[config.mk]
export PLATFORM = sky130hd
export DESIGN_NAME = rz_csma_cd_transmitter_flat
export DESIGN_NICKNAME = d
export VERILOG_FILES = /design/src/sv/rzcd_pkg.sv /design/src/sv/rzcd_in_if.sv /design/src/sv/rzcd_out_if.sv /design/src/sv/rz_csma_cd_transmitter.sv /design/src/sv/rzcd_ram.sv /design/src/sv/rzcd_mod.sv /design/src/flat_wrapper.sv
export SDC_FILE = /design/constraint.sdc
export NUM_CORES = 1
export LEC_CHECK = 0
export ABC_AREA = 1
export BUFFER_PORTS_ARGS = -buffer_cell sky130_fd_sc_hd__buf_2
export CORE_ASPECT_RATIO = 1.75
export CORE_MARGIN = 5
export CORE_UTILIZATION = 30
export CTS_BUF_LIST = sky130_fd_sc_hd__clkbuf_16
export CTS_CLUSTER_SIZE = 30
export DETAILED_ROUTE_END_ITERATION = 12
export SLEW_MARGIN = 0
export SYNTH_ARGS = -nofsm -noshare
export SYNTH_HDL_FRONTEND = slang
export SYNTH_HIERARCHICAL = 1
export SYNTH_SLANG_ARGS = --single-unit
[constraint.sdc]
create_clock -name clk_i -period 4.8 [get_ports clk_i]
set_input_delay 0.48 -clock clk_i [delete_from_list [all_inputs] [get_ports clk_i]]
set_output_delay 0.48 -clock clk_i [all_outputs]
set_load 0.05 [all_outputs]
[src/sv/rzcd_pkg.sv]
// Shared types and constants of the return-to-zero CSMA/CD transmitter.
`default_nettype none
package rzcd_pkg;

  localparam int unsigned STORE_DEPTH_DEF = 64;
  localparam int unsigned CFG_W           = 20;
  localparam int unsigned CFG_IDX_W       = 1;
  localparam int unsigned RND_W           = 32;

  localparam logic [CFG_W-1:0] HALF_BIT_RESET = CFG_W'(497);
  localparam logic [CFG_W-1:0] BACKOFF_RESET  = CFG_W'(1000000);
  localparam logic [7:0]       START_SLOT     = 8'h80;

  // Configuration register indexes
  localparam logic [CFG_IDX_W-1:0] CFG_HALF_BIT = 1'b0;
  localparam logic [CFG_IDX_W-1:0] CFG_BACKOFF  = 1'b1;

  // Function codes
  localparam logic [2:0] FUNC_LOAD      = 3'd0;
  localparam logic [2:0] FUNC_START     = 3'd1;
  localparam logic [2:0] FUNC_TICK      = 3'd2;
  localparam logic [2:0] FUNC_COLLISION = 3'd3;
  localparam logic [2:0] FUNC_IDLE      = 3'd4;
  localparam logic [2:0] FUNC_ABORT     = 3'd5;

  typedef struct packed {
    logic [2:0]       func;
    logic [5:0]       entry_index;
    logic [7:0]       byte_data;
    logic [7:0]       msg_length;
    logic             bus_idle;
    logic [RND_W-1:0] random_value;
  } in_item_t;

  typedef struct packed {
    logic       line_out;
    logic [1:0] tx_status;
    logic       accepted;
  } out_item_t;

  typedef struct packed {
    logic busy;
    logic done;
  } mod_stat_t;

endpackage
`default_nettype wire

[src/sv/rzcd_in_if.sv]
// Input channel of the transmitter: valid/ready with one command item.
`default_nettype none
interface rzcd_in_if;
  import rzcd_pkg::*;

  logic     valid;
  logic     ready;
  in_item_t item;

  modport source (output valid, output item, input ready);
  modport sink   (input valid, input item, output ready);
endinterface
`default_nettype wire

[src/sv/rzcd_out_if.sv]
// Result channel of the transmitter: valid/ready with one status item.
`default_nettype none
interface rzcd_out_if;
  import rzcd_pkg::*;

  logic      valid;
  logic      ready;
  out_item_t item;

  modport source (output valid, output item, input ready);
  modport sink   (input valid, input item, output ready);
endinterface
`default_nettype wire

[src/sv/rz_csma_cd_transmitter.sv]
// Return-to-zero serial line transmitter with CSMA/CD collision backoff.
// Usage: commands enter on in_i (load byte, start, tick, collision, bus idle,
// abort); every accepted command yields exactly one result on out_o carrying
// the line level, the transmitter status and the start acceptance flag.
// Configuration (half-bit ticks, backoff modulus) is written through
// cfg_we_i/cfg_idx_i/cfg_data_i while the block is idle.
// A result is registered and presented in the cycle after acceptance; commands
// go in at one per cycle unless stalled. A collision while sending with a
// non-zero modulus starts the 32-step remainder unit; in_i is not ready
// until it is done. Message characters sit in a registered-read RAM; a
// character fetch is issued by the command moving to it and lands next cycle.
// Reset: status done, line low, both configuration registers at their
// defaults; the message store holds no defined content until loaded.
// When out_o stalls, the result register holds and in_i deasserts ready
// until the pending result is taken.
`default_nettype none
module rz_csma_cd_transmitter #(
  parameter int unsigned STORE_DEPTH = rzcd_pkg::STORE_DEPTH_DEF
) (
  input  wire logic                             clk_i,
  input  wire logic                             rst_ni,
  input  wire logic                             cfg_we_i,
  input  wire logic [rzcd_pkg::CFG_IDX_W-1:0]   cfg_idx_i,
  input  wire logic [rzcd_pkg::CFG_W-1:0]       cfg_data_i,
  rzcd_in_if.sink                               in_i,
  rzcd_out_if.source                            out_o
);
  import rzcd_pkg::*;

  localparam int unsigned AW = (STORE_DEPTH > 1) ? $clog2(STORE_DEPTH) : 1;

  typedef enum logic [1:0] {
    TX_DONE    = 2'd0,
    TX_WAIT    = 2'd1,
    TX_SEND    = 2'd2,
    TX_HOLDOFF = 2'd3
  } tx_mode_e;

  tx_mode_e         mode_q, mode_d;
  logic [CFG_W-1:0] half_q, bmod_q;
  logic [7:0]       len_q, len_d;
  logic [7:0]       pos_q, pos_d;
  logic [7:0]       mask_q, mask_d;
  logic             dhalf_q, dhalf_d;
  logic [7:0]       char_q, char_d;
  logic [CFG_W-1:0] cnt_q, cnt_d;
  logic             line_q, line_d;
  logic             rdpend_q, rdpend_d;
  logic             ovalid_q, ovalid_d;
  out_item_t        oitem_q, oitem_d;

  logic             fire;
  logic             acc;
  logic             ram_we, ram_re;
  logic [AW-1:0]    ram_raddr;
  logic [7:0]       ram_rdata;
  logic [7:0]       char_cur;
  logic [7:0]       pos_inc;
  logic             div_start;
  mod_stat_t        div_stat;
  logic [CFG_W-1:0] div_rem;
  in_item_t         it;

  assign it         = in_i.item;
  assign in_i.ready = !div_stat.busy && !div_stat.done && (!ovalid_q || out_o.ready);
  assign fire       = in_i.valid && in_i.ready;
  assign char_cur   = rdpend_q ? ram_rdata : char_q;
  assign pos_inc    = pos_q + 8'd1;

  assign ram_we = fire && (it.func == FUNC_LOAD) && (mode_q == TX_DONE) &&
                  ({26'd0, it.entry_index} < 32'(STORE_DEPTH));

  assign div_start = fire && (it.func == FUNC_COLLISION) && (mode_q == TX_SEND) &&
                     (bmod_q != '0);

  always_comb begin
    mode_d    = mode_q;
    len_d     = len_q;
    pos_d     = pos_q;
    mask_d    = mask_q;
    dhalf_d   = dhalf_q;
    char_d    = char_cur;
    cnt_d     = cnt_q;
    line_d    = line_q;
    rdpend_d  = 1'b0;
    acc       = 1'b1;
    ram_re    = 1'b0;
    ram_raddr = '0;

    if (div_stat.done) begin
      cnt_d = div_rem;
    end

    if (fire) begin
      unique case (it.func)
        FUNC_LOAD: begin
        end
        FUNC_START: begin
          if (({1'b0, it.msg_length} > 9'(STORE_DEPTH)) || (mode_q != TX_DONE)) begin
            acc = 1'b0;
          end else if (it.msg_length != 8'd0) begin
            len_d = it.msg_length;
            pos_d = 8'd0;
            if (it.bus_idle) begin
              mode_d   = TX_SEND;
              cnt_d    = half_q;
              mask_d   = START_SLOT;
              dhalf_d  = 1'b1;
              ram_re   = 1'b1;
              rdpend_d = 1'b1;
            end else begin
              mode_d = TX_WAIT;
            end
          end
        end
        FUNC_TICK: begin
          if ((mode_q == TX_SEND) || (mode_q == TX_HOLDOFF)) begin
            if (cnt_q > CFG_W'(1)) begin
              cnt_d = cnt_q - 1'b1;
            end else begin
              cnt_d = '0;
              if (mode_q == TX_SEND) begin
                if (dhalf_q) begin
                  // data half: start slot is forced high
                  line_d  = (mask_q == START_SLOT) ? 1'b1 : |(char_cur & mask_q);
                  mask_d  = mask_q >> 1;
                  dhalf_d = 1'b0;
                  cnt_d   = half_q;
                end else begin
                  line_d  = 1'b0;
                  dhalf_d = 1'b1;
                  if (mask_q != 8'd0) begin
                    cnt_d = half_q;
                  end else if (pos_inc >= len_q) begin
                    mode_d = TX_DONE;
                    len_d  = 8'd0;
                    pos_d  = 8'd0;
                  end else begin
                    // advance to next character and fetch it
                    pos_d     = pos_inc;
                    mask_d    = START_SLOT;
                    cnt_d     = half_q;
                    ram_re    = 1'b1;
                    ram_raddr = pos_inc[AW-1:0];
                    rdpend_d  = 1'b1;
                  end
                end
              end else begin
                pos_d = 8'd0;
                if (it.bus_idle) begin
                  mode_d   = TX_SEND;
                  cnt_d    = half_q;
                  mask_d   = START_SLOT;
                  dhalf_d  = 1'b1;
                  ram_re   = 1'b1;
                  rdpend_d = 1'b1;
                end else begin
                  mode_d = TX_WAIT;
                end
              end
            end
          end
        end
        FUNC_COLLISION: begin
          if (mode_q == TX_SEND) begin
            line_d = 1'b0;
            mode_d = TX_HOLDOFF;
            // remainder unit loads the countdown when it finishes
            cnt_d  = '0;
          end
        end
        FUNC_IDLE: begin
          if (mode_q == TX_WAIT) begin
            pos_d    = 8'd0;
            mode_d   = TX_SEND;
            cnt_d    = half_q;
            mask_d   = START_SLOT;
            dhalf_d  = 1'b1;
            ram_re   = 1'b1;
            rdpend_d = 1'b1;
          end
        end
        FUNC_ABORT: begin
          mode_d = TX_DONE;
          len_d  = 8'd0;
          pos_d  = 8'd0;
          line_d = 1'b0;
        end
        default: begin
        end
      endcase
    end

    oitem_d.line_out  = line_d;
    oitem_d.tx_status = mode_d;
    oitem_d.accepted  = acc;
    if (fire) begin
      ovalid_d = 1'b1;
    end else if (out_o.ready) begin
      ovalid_d = 1'b0;
    end else begin
      ovalid_d = ovalid_q;
    end
  end

  always_ff @(posedge clk_i or negedge rst_ni) begin
    if (!rst_ni) begin
      half_q   <= HALF_BIT_RESET;
      bmod_q   <= BACKOFF_RESET;
      mode_q   <= TX_DONE;
      len_q    <= 8'd0;
      pos_q    <= 8'd0;
      mask_q   <= 8'd0;
      dhalf_q  <= 1'b1;
      char_q   <= 8'd0;
      cnt_q    <= '0;
      line_q   <= 1'b0;
      rdpend_q <= 1'b0;
      ovalid_q <= 1'b0;
    end else begin
      if (cfg_we_i) begin
        unique case (cfg_idx_i)
          CFG_HALF_BIT: half_q <= cfg_data_i;
          CFG_BACKOFF:  bmod_q <= cfg_data_i;
          default: begin
          end
        endcase
      end
      mode_q   <= mode_d;
      len_q    <= len_d;
      pos_q    <= pos_d;
      mask_q   <= mask_d;
      dhalf_q  <= dhalf_d;
      char_q   <= char_d;
      cnt_q    <= cnt_d;
      line_q   <= line_d;
      rdpend_q <= rdpend_d;
      ovalid_q <= ovalid_d;
    end
  end

  always_ff @(posedge clk_i) begin
    if (fire) begin
      oitem_q <= oitem_d;
    end
  end

  assign out_o.valid = ovalid_q;
  assign out_o.item  = oitem_q;

  rzcd_ram #(
    .WIDTH (8),
    .DEPTH (STORE_DEPTH)
  ) u_store (
    .clk_i   (clk_i),
    .we_i    (ram_we),
    .waddr_i (AW'(it.entry_index)),
    .wdata_i (it.byte_data),
    .re_i    (ram_re),
    .raddr_i (ram_raddr),
    .rdata_o (ram_rdata)
  );

  rzcd_mod u_mod (
    .clk_i      (clk_i),
    .rst_ni     (rst_ni),
    .start_i    (div_start),
    .dividend_i (it.random_value),
    .divisor_i  (bmod_q),
    .stat_o     (div_stat),
    .rem_o      (div_rem)
  );

  a_done_len: assert property (@(posedge clk_i) disable iff (!rst_ni)
    (mode_q == TX_DONE) |-> (len_q == 8'd0))
    else $error("length left over while done");

  a_pos_range: assert property (@(posedge clk_i) disable iff (!rst_ni)
    (mode_q != TX_DONE) |-> (pos_q < len_q))
    else $error("character position beyond message length");

  a_line_send: assert property (@(posedge clk_i) disable iff (!rst_ni)
    line_q |-> (mode_q == TX_SEND))
    else $error("line high outside of sending");

  a_rem_backoff: assert property (@(posedge clk_i) disable iff (!rst_ni)
    div_stat.done |-> (mode_q == TX_HOLDOFF))
    else $error("backoff remainder finished outside of backoff");

endmodule
`default_nettype wire

[src/sv/rzcd_ram.sv]
// Generic single-port-write, single-port-read RAM with registered read data.
`default_nettype none
module rzcd_ram #(
  parameter int unsigned WIDTH = 8,
  parameter int unsigned DEPTH = 64
) (
  input  wire logic                                  clk_i,
  input  wire logic                                  we_i,
  input  wire logic [(DEPTH > 1 ? $clog2(DEPTH) : 1)-1:0] waddr_i,
  input  wire logic [WIDTH-1:0]                      wdata_i,
  input  wire logic                                  re_i,
  input  wire logic [(DEPTH > 1 ? $clog2(DEPTH) : 1)-1:0] raddr_i,
  output logic      [WIDTH-1:0]                      rdata_o
);

  logic [WIDTH-1:0] mem_q [DEPTH];
  logic [WIDTH-1:0] rdata_q;

  always_ff @(posedge clk_i) begin
    if (we_i) begin
      mem_q[waddr_i] <= wdata_i;
    end
    if (re_i) begin
      rdata_q <= mem_q[raddr_i];
    end
  end

  assign rdata_o = rdata_q;

endmodule
`default_nettype wire

[src/sv/rzcd_mod.sv]
// Bit-serial remainder unit: reduces the random value modulo the backoff modulus.
`default_nettype none
module rzcd_mod (
  input  wire logic                          clk_i,
  input  wire logic                          rst_ni,
  input  wire logic                          start_i,
  input  wire logic [rzcd_pkg::RND_W-1:0]    dividend_i,
  input  wire logic [rzcd_pkg::CFG_W-1:0]    divisor_i,
  output rzcd_pkg::mod_stat_t                stat_o,
  output logic      [rzcd_pkg::CFG_W-1:0]    rem_o
);
  import rzcd_pkg::*;

  localparam int unsigned CNT_W = $clog2(RND_W + 1);

  logic [CNT_W-1:0] cnt_q, cnt_d;
  logic [RND_W-1:0] dvd_q, dvd_d;
  logic [CFG_W-1:0] dvs_q, dvs_d;
  logic [CFG_W-1:0] rem_q, rem_d;
  logic             done_q, done_d;
  logic [CFG_W:0]   shifted;

  always_comb begin
    cnt_d   = cnt_q;
    dvd_d   = dvd_q;
    dvs_d   = dvs_q;
    rem_d   = rem_q;
    done_d  = 1'b0;
    shifted = {rem_q, dvd_q[RND_W-1]};
    if (start_i) begin
      cnt_d = CNT_W'(RND_W);
      dvd_d = dividend_i;
      dvs_d = divisor_i;
      rem_d = '0;
    end else if (cnt_q != '0) begin
      // one quotient bit a cycle: shift in, subtract when it fits
      if (shifted >= {1'b0, dvs_q}) begin
        rem_d = CFG_W'(shifted - {1'b0, dvs_q});
      end else begin
        rem_d = CFG_W'(shifted);
      end
      dvd_d  = {dvd_q[RND_W-2:0], 1'b0};
      cnt_d  = cnt_q - 1'b1;
      done_d = (cnt_q == CNT_W'(1));
    end
  end

  always_ff @(posedge clk_i or negedge rst_ni) begin
    if (!rst_ni) begin
      cnt_q  <= '0;
      done_q <= 1'b0;
    end else begin
      cnt_q  <= cnt_d;
      done_q <= done_d;
    end
  end

  always_ff @(posedge clk_i) begin
    dvd_q <= dvd_d;
    dvs_q <= dvs_d;
    rem_q <= rem_d;
  end

  assign stat_o.busy = (cnt_q != '0);
  assign stat_o.done = done_q;
  assign rem_o       = rem_q;

endmodule
`default_nettype wire

[src/flat_wrapper.sv]
// flat-port wrapper written by rule: the top's interface ports become plain ports
module rz_csma_cd_transmitter_flat import rzcd_pkg::*;
#(
  parameter int unsigned STORE_DEPTH = rzcd_pkg::STORE_DEPTH_DEF
)
  (clk_i, rst_ni, cfg_we_i, cfg_idx_i, cfg_data_i, in_i_valid, in_i_item, in_i_ready, out_o_valid, out_o_item, out_o_ready);
  rzcd_in_if in_i_i ();
  rzcd_out_if out_o_i ();
  input  wire logic clk_i;
  input  wire logic rst_ni;
  input  wire logic cfg_we_i;
  input  wire logic [rzcd_pkg::CFG_IDX_W-1:0] cfg_idx_i;
  input  wire logic [rzcd_pkg::CFG_W-1:0] cfg_data_i;
  input wire logic [$bits(in_i_i.valid)-1:0] in_i_valid;
  input wire logic [$bits(in_i_i.item)-1:0] in_i_item;
  output wire logic [$bits(in_i_i.ready)-1:0] in_i_ready;
  output wire logic [$bits(out_o_i.valid)-1:0] out_o_valid;
  output wire logic [$bits(out_o_i.item)-1:0] out_o_item;
  input wire logic [$bits(out_o_i.ready)-1:0] out_o_ready;
  assign in_i_i.valid = in_i_valid;
  assign in_i_i.item = in_i_item;
  assign in_i_ready = in_i_i.ready;
  assign out_o_valid = out_o_i.valid;
  assign out_o_item = out_o_i.item;
  assign out_o_i.ready = out_o_ready;
  rz_csma_cd_transmitter #(.STORE_DEPTH(STORE_DEPTH)) u_core (.clk_i(clk_i), .rst_ni(rst_ni), .cfg_we_i(cfg_we_i), .cfg_idx_i(cfg_idx_i), .cfg_data_i(cfg_data_i), .in_i(in_i_i), .out_o(out_o_i));
endmodule
=== After elaboration in Yosys (flattened, before gate mapping) ===
Memory sizes are Yosys's and may differ from the RTL's. A register that Yosys moved wholly into a read port is not among the register bits.
Cells that the tools add are included.

* Flip-flop bits (word level): 181
* Bits in writable memories: 512
* Input bits: 84
* Output and inout port bits: 6
* Logic and storage cells: 195
* Memories kept: 1

{| class="wikitable"
|+ Memories
! name !! words !! bits a word !! rd ports !! clocked after memory_dff !! write ports !! line !! RTL
|-
| u_core.u_store.mem_q || 64 || 8 || 1 || 1 || 1 || rzcd_ram.sv:16 || <nowiki>logic [WIDTH-1:0] mem_q [DEPTH];</nowiki>
|}

* $add $sub $neg: 4
* Order comparisons: 4
* Equal/unequal tests: 23
* Muxes and demuxes: 108
* Bitwise logic cells: 2
* Reduce and logical (&&, ||, !) cells: 33

{| class="wikitable"
|+ Operator list
! cell !! count
|-
| $mux 20 || 15
|-
| $mux 8 || 28
|-
| $pmux 20 s4 || 1
|-
| $mux 32 || 2
|-
| $mux 6 || 10
|-
| $pmux 8 s3 || 2
|-
| $mux 1 || 33
|-
| $pmux 8 s4 || 1
|-
| $mux 2 || 12
|-
| $ge 21x20->1 || 1
|-
| $gt 20x1->1 const B || 1
|-
| $reduce_bool 20->1 || 1
|-
| $sub 20x1->20 const B || 1
|-
| $sub 20x20->20 || 1
|-
| $reduce_and 9->1 || 2
|-
| $reduce_bool 8->1 || 2
|-
| $ne 2x1->1 const B || 5
|-
| $pmux 2 s5 || 1
|-
| $reduce_and 10->1 || 1
|-
| $pmux 1 s3 || 3
|-
| $add 8x1->8 const B || 1
|-
| $and 8x8->8 || 1
|-
| $eq 8x8->1 const B || 1
|-
| $ge 8x8->1 || 1
|-
| 24 further kinds || 47
|}

=== Depth between registers and ports, before layout ===
* Depth after elaboration: 10
* Depth in mapped cells: 25
* Gate-level depth less buffers: 22

=== By module ===
The synthesis kept the hierarchy.

{| class="wikitable"
|+ Modules (own cells, without submodules)
! module !! instances !! cells each !! area each (um^2) !! seq. area each (um^2)
|-
| rzcd_ram || 1 || 1,822 || 21,371.7 || 15,615.0
|-
| rz_csma_cd_transmitter || 1 || 964 || 6,676.4 || 2,590.0
|-
| rzcd_mod || 1 || 592 || 4,594.4 || 2,137.0
|}

=== Worst setup path before layout ===
No wires, ideal clock.

* Path type: register to register
* From: register u_core.u_mod.cnt_q[0]
* To: register u_core.u_mod.dvd_q[0], enable pin
* Setup time: 0.390 ns
* Data arrival time: 4.316 ns
* Required time: 4.410 ns
* Setup slack: 0.094 ns
* Cell stages (with the launch flop): 14
* Path buffers: 1
* Period minus slack after synthesis: 4.706 ns
* Cell sequence: dfrtp_1 inv_1 ha_1 inv_1 nor2_1 inv_1 nor3_2 nand2_2 clkinv_2 nand3_1 a31oi_1 clkbuf_1 nor2_2 inv_1

{| class="wikitable"
|+ RTL lines
! what !! line !! RTL
|-
| start, declared || rzcd_mod.sv:16 || <nowiki>logic [CNT_W-1:0] cnt_q, cnt_d;</nowiki>
|-
| start signal, assigned || rzcd_mod.sv:53 || <nowiki>cnt_q <= cnt_d;</nowiki>
|-
| end signal, assigned || rzcd_mod.sv:59 || <nowiki>dvd_q <= dvd_d;</nowiki>
|-
| end, declared || rzcd_mod.sv:17 || <nowiki>logic [RND_W-1:0] dvd_q, dvd_d;</nowiki>
|}

=== Final worst setup path ===
* From: register u_core.pos_q[0]
* To: register u_core.u_store.rdata_q[3] (netlist: u_core/u_store/rdata_o[3]), read port of u_core.u_store.mem_q (data pin)

* Longest elaborated chain between the ends: 10
* Elaborated cells on any way between the ends: 18
* Those cells by class: 1 x add/sub; 1 x order compare; 16 x mux

{| class="wikitable"
|+ RTL lines
! what !! line !! RTL
|-
| start, declared || rz_csma_cd_transmitter.sv:42 || <nowiki>logic [7:0] pos_q, pos_d;</nowiki>
|-
| start signal, assigned || rz_csma_cd_transmitter.sv:231 || <nowiki>pos_q <= pos_d;</nowiki>
|-
| $add 8x1->8 * || rz_csma_cd_transmitter.sv:68 || <nowiki>assign pos_inc = pos_q + 8'd1;</nowiki>
|-
| $ge 8x8->1 || rz_csma_cd_transmitter.sv:134 || <nowiki>end else if (pos_inc >= len_q) begin</nowiki>
|-
| $mux 6 * || rz_csma_cd_transmitter.sv:134 ||
|-
| $mux 6 * || rz_csma_cd_transmitter.sv:132 || <nowiki>if (mask_q != 8'd0) begin</nowiki>
|-
| $mux 6 * || rz_csma_cd_transmitter.sv:123 || <nowiki>if (dhalf_q) begin</nowiki>
|-
| $mux 6 * || rz_csma_cd_transmitter.sv:122 || <nowiki>if (mode_q == TX_SEND) begin</nowiki>
|-
| $mux 6 * || rz_csma_cd_transmitter.sv:118 || <nowiki>if (cnt_q > CFG_W'(1)) begin</nowiki>
|-
| $mux 6 * || rz_csma_cd_transmitter.sv:117 || <nowiki>if ((mode_q == TX_SEND) || (mode_q == TX_HOLDOFF)) begin</nowiki>
|-
| $mux 6 * || rz_csma_cd_transmitter.sv:95 || <nowiki>unique case (it.func)</nowiki>
|-
| $mux 6 * || rz_csma_cd_transmitter.sv:94 || <nowiki>if (fire) begin</nowiki>
|-
| named net u_core.ram_raddr[0] || rz_csma_cd_transmitter.sv:55 || <nowiki>logic [AW-1:0] ram_raddr;</nowiki>
|-
| end, declared || rzcd_ram.sv:17 || <nowiki>logic [WIDTH-1:0] rdata_q;</nowiki>
|}

Mark *: on every way through the listed nets, which the timed path passes. The rest lies on a longest branch.
A chain may end at the register's enable or synchronous reset.

==> summary.md <==
| Metric | Value |
|---|---|
| RR Startpoint | u_core/pos_q[0] |
| Critical path startpoint | u_core/pos_q[0] |
| Filler cells | 10,989 |
| Syn Area/Cell | 9.66 sq um |
| Main synth FF type | edfxtp_1 |
| DR iter-0 viols | 1,579 |
| Worst Path Buf+Inv | 3 |
| Initial Util | 30.1% |
| Crit path depth | 22 |
| Clock Sinks | 701 |
| # DRC | 0 |
| Vias | 23,612 |
| Upper clock frequency limit | 0.221 GHz |
| Final slew viol count | 0 |
| Routed Antenna Nets | 0 |
| GPL Wtd Cong | 0.939 |
| Critical Path RT | 5.20 ns |
| First-pass GRT wire length | 139,000 um |
| Async SR Flop Fraction | 15.0% |
| CTS tree | done |
| Reg2reg end | u_core/u_store/rdata_o[3] |
| Tcrit/Tclk final | 94.5% |
| Setup violations, final | 0 |
| Skew final | 0.0738 ns |
| Tmin final | 4.53 ns |
| Vias in the first global route | 23,631 |
| Worst slew margin | 32.7% |
| Synthesized area | 32,600 sq um |
| Min-delay src | in_i_item[38] |
| Max_cap viols | 0 |
| PwrDens | 409 nW/um^2 |
| Total GRT Usage | 15.3% |
| Initial antenna violation count | 1 |
| Crit-path max cell delay | 0.51 ns |
| Root Driver | clkbuf_16 |
| Grt ovf | 0 |
| Reg2reg setup slack | 0.27 ns |
| WS Path Type | flip-flop to flip-flop |
| DIE HEIGHT | 446 um |
| # Post-CTS Setup Buffers | 0 |
| Netlist cell types | 53 |
| CP Capture Point | u_core/u_store/rdata_o[3] |
| Highest-delay cell along the critical path | dfrtp_1 |
| Synth Instances | 3,378 |
| Final setup TNS | 0 ns |
| RSZ-0062 raised after global routing | no |
| Hold Fails Final Rpt | 0 |
| Site row count | 160 |
| Nets | 3,556 |
| EDFF count, synth | 576 |
| Pre-CTS worst setup slack | 0.308 ns |
| Delay-heaviest family, CP | simple AND/OR/NAND/NOR gates |
| Yosys Warn Count | 6 |
| CTS H-tree lvls | 2 |
| Run status | finished, final reports clean |
| Arr. time, crit path | 4.93 ns |
| Critical path fanouts, max | 58 |
| # IOs | 90 |
| VDD IR max | 0.294 mV |
| Core Area | 108,000 sq um |
| Routed WL | 91,100 um |
| Vias per cell | 4.77 |
| Slew @ Worst Pin | 1.00 ns |
| CP startpoint kind | flip-flop |
| CP Capture Type | flip-flop |
| Layout cells sized above 1 | 9.49% |
| DIE AREA | 116,000 sq um |
| Area growth syn-to-layout | 12.3% |
| Clk_lat worst skew | 0.66 ns |
| Drt pass-1 iters | 8 |
| Syn Nets | 3,497 |
| Cell Chain, Critical Path | nand3_1, nand3b_1, nand3b_1, xnor2_1, ha_1, a21oi_1, o21a_1, nand2_1, nor4_1, nand2_2, nor2_4, buf_12, inv_6, buf_12, nand2_1, nand3_1, nand3_1, nand2_1, nand2_1, nand3_1, nand3_1, nand2_1 |
| HP Class | input pin to flip-flop |
| #FFs+latches synth | 701 |
| HPWL after DPL | 62,800 um |
| DR WL/cell | 18.4 um |
| Sequential share of the synthesized area | 62.3% |
| Worst Hold Depth | 3 |
| Largest net degree at the start of global routing | 75 |
| PortBufs | 89 |
| Clk slew on worst S/H paths | 0.07 ns |
| Worst r2r path cells | 22 |
| CTS buffer count | 60 |
| Setup ws final | 0.265 ns |
| Clock buffer depth | 3 |
| Static Leakage | 14.5 nW |
| Chip width | 259 um |
cell usage after synthesis, drive strengths merged (28+ instances only):
master,n,area [sq um]
a21oi,43,223
buf,125,847
clkbuf,28,105
dfrtp,91,2280
edfxtp,576,17300
ha,34,425
inv,219,827
nand2,1226,4660
nand3,541,2750
nor2,204,865
nor3,30,178
o21ai,133,692
placed cells by master (no fill, tap or decap), drive strengths merged, types with 3 or more instances in the layout:
master    instances
nand3           541
a21oi            43
o22ai             5
inv             233
nand2          1226
xnor2            14
nor3             30
nor2            204
bufinv            7
clkbuf           61
edfxtp          576
a31oi             5
dfrtp            91
clkinvlp          3
o21a              5
nand3b           13
nand4            22
dfxtp            20
o21bai            5
nor4              8
o21ai           133
xor2              6
buf             148
clkinv           31
dfstp            14
ha               34
what timing repair did:
| item | 4_1_cts | 5_1_grt |
|---|---|---|
| setup endpoints to repair | 0 | 5 |
| resized for setup | 0 | 2 |
| hold endpoints to repair | 38 | 0 |
| hold buffers | 2 | 0 |
worst register-to-register path, delay by kind of cell (launching register included):
family	cells	cell delay, ns
and+or+nand+nor	15	2.52
AOI/OAI and AO/OA	2	0.31
DFF	1	0.51
xor gates and xnor gates	1	0.19
buffers and inverters	3	0.53
adders and majority gates	1	0.28
cells by family after synthesis:
kind of cell	count (synthesis)	share of synthesized area, %
AOI/OAI and AO/OA	200	3.43
xor gates and xnor gates	20	0.537
adders and majority gates	35	1.36
buffers and inverters	375	5.49
DFF	701	62.3
and+or+nand+nor	2047	26.9
flip-flops by register name (all words and copies together) (netlist names):
signal                  cells
u_core/u_mod/dvd_q         32
u_core/mask_q               8
u_core/bmod_q              20
u_core/char_q               8
u_core/mode_q               2
u_core/u_mod/rem_o         20
u_core/u_store/mem_q      512
u_core/dhalf_q              1
u_core/len_q                8
u_core/line_q               1
u_core/out_o.item           4
u_core/u_store/rdata_o      8
u_core/u_mod/cnt_q          6
u_core/u_mod/dvs_q         20
u_core/pos_q                8
u_core/cnt_q               20
u_core/half_q              20
u_core/rdpend_q             1
u_core/out_o.valid          1
u_core/u_mod/done_q         1
per-layer routing:
layer | share of wire, % | track usage, %
met4 | 5.8 | 7.94
met3 | 4.0 | 1.85
met1 | 37 | 16.5
met2 | 53 | 28.9
met5 | 0 | 0
how the worst min path moves through the flow:
stage	endpoint	slack, ns
2_1_floorplan	u_core/bmod_q[0]	0.18
3_3_place_gp	u_core/char_q[4]	0.45
3_5_place_dp	u_core/char_q[4]	0.46
4_1_cts	u_core/len_q[5]	0.05
5_1_grt	u_core/u_mod/dvd_q[6]	0.08
6_report	u_core/len_q[5]	0.1
stage by stage:
stage | instances | power (W) | cell area [sq um] | utilization (%) | hold WS, ns
after global routing | 4946 | 0.0157 | 36700 | 33.8 | 0.0788
after global placement | 4832 | 0.0101 | 34600 | 32.0 | 0.451
after floorplan | 3378 | 0.00932 | 32600 | - | 0.184
after CTS | 4947 | 0.0151 | 36700 | 33.8 | 0.0520
final | 4948 | 0.0150 | 36700 | 33.8 | 0.0972
after detailed placement | 4832 | 0.0101 | 34600 | 32.0 | 0.458
power breakdown:
| group | internal (W) | leakage, nW | switching, W |
|---|---|---|---|
| clock | 0.00270 | 1.01 | 0.00227 |
| sequential | 0.00707 | 6.72 | 0.000356 |
| combinational | 0.000877 | 6.77 | 0.00172 |
| total | 0.0106 | 14.5 | 0.00434 |
area by class of cell:
cell class              count  area (sq um)  area share, %
diodes                      2          5.00         0.0137
flip-flops and latches    701         20300           55.5
inverters                 222           845           2.30
repair buffers            150          1060           2.89
multi-input cells        2302         10600           28.9
well taps                1458          1820           4.98
clock inverters            52           472           1.29
clock buffers              61          1530           4.16
Power figures use the tool's default switching activity.
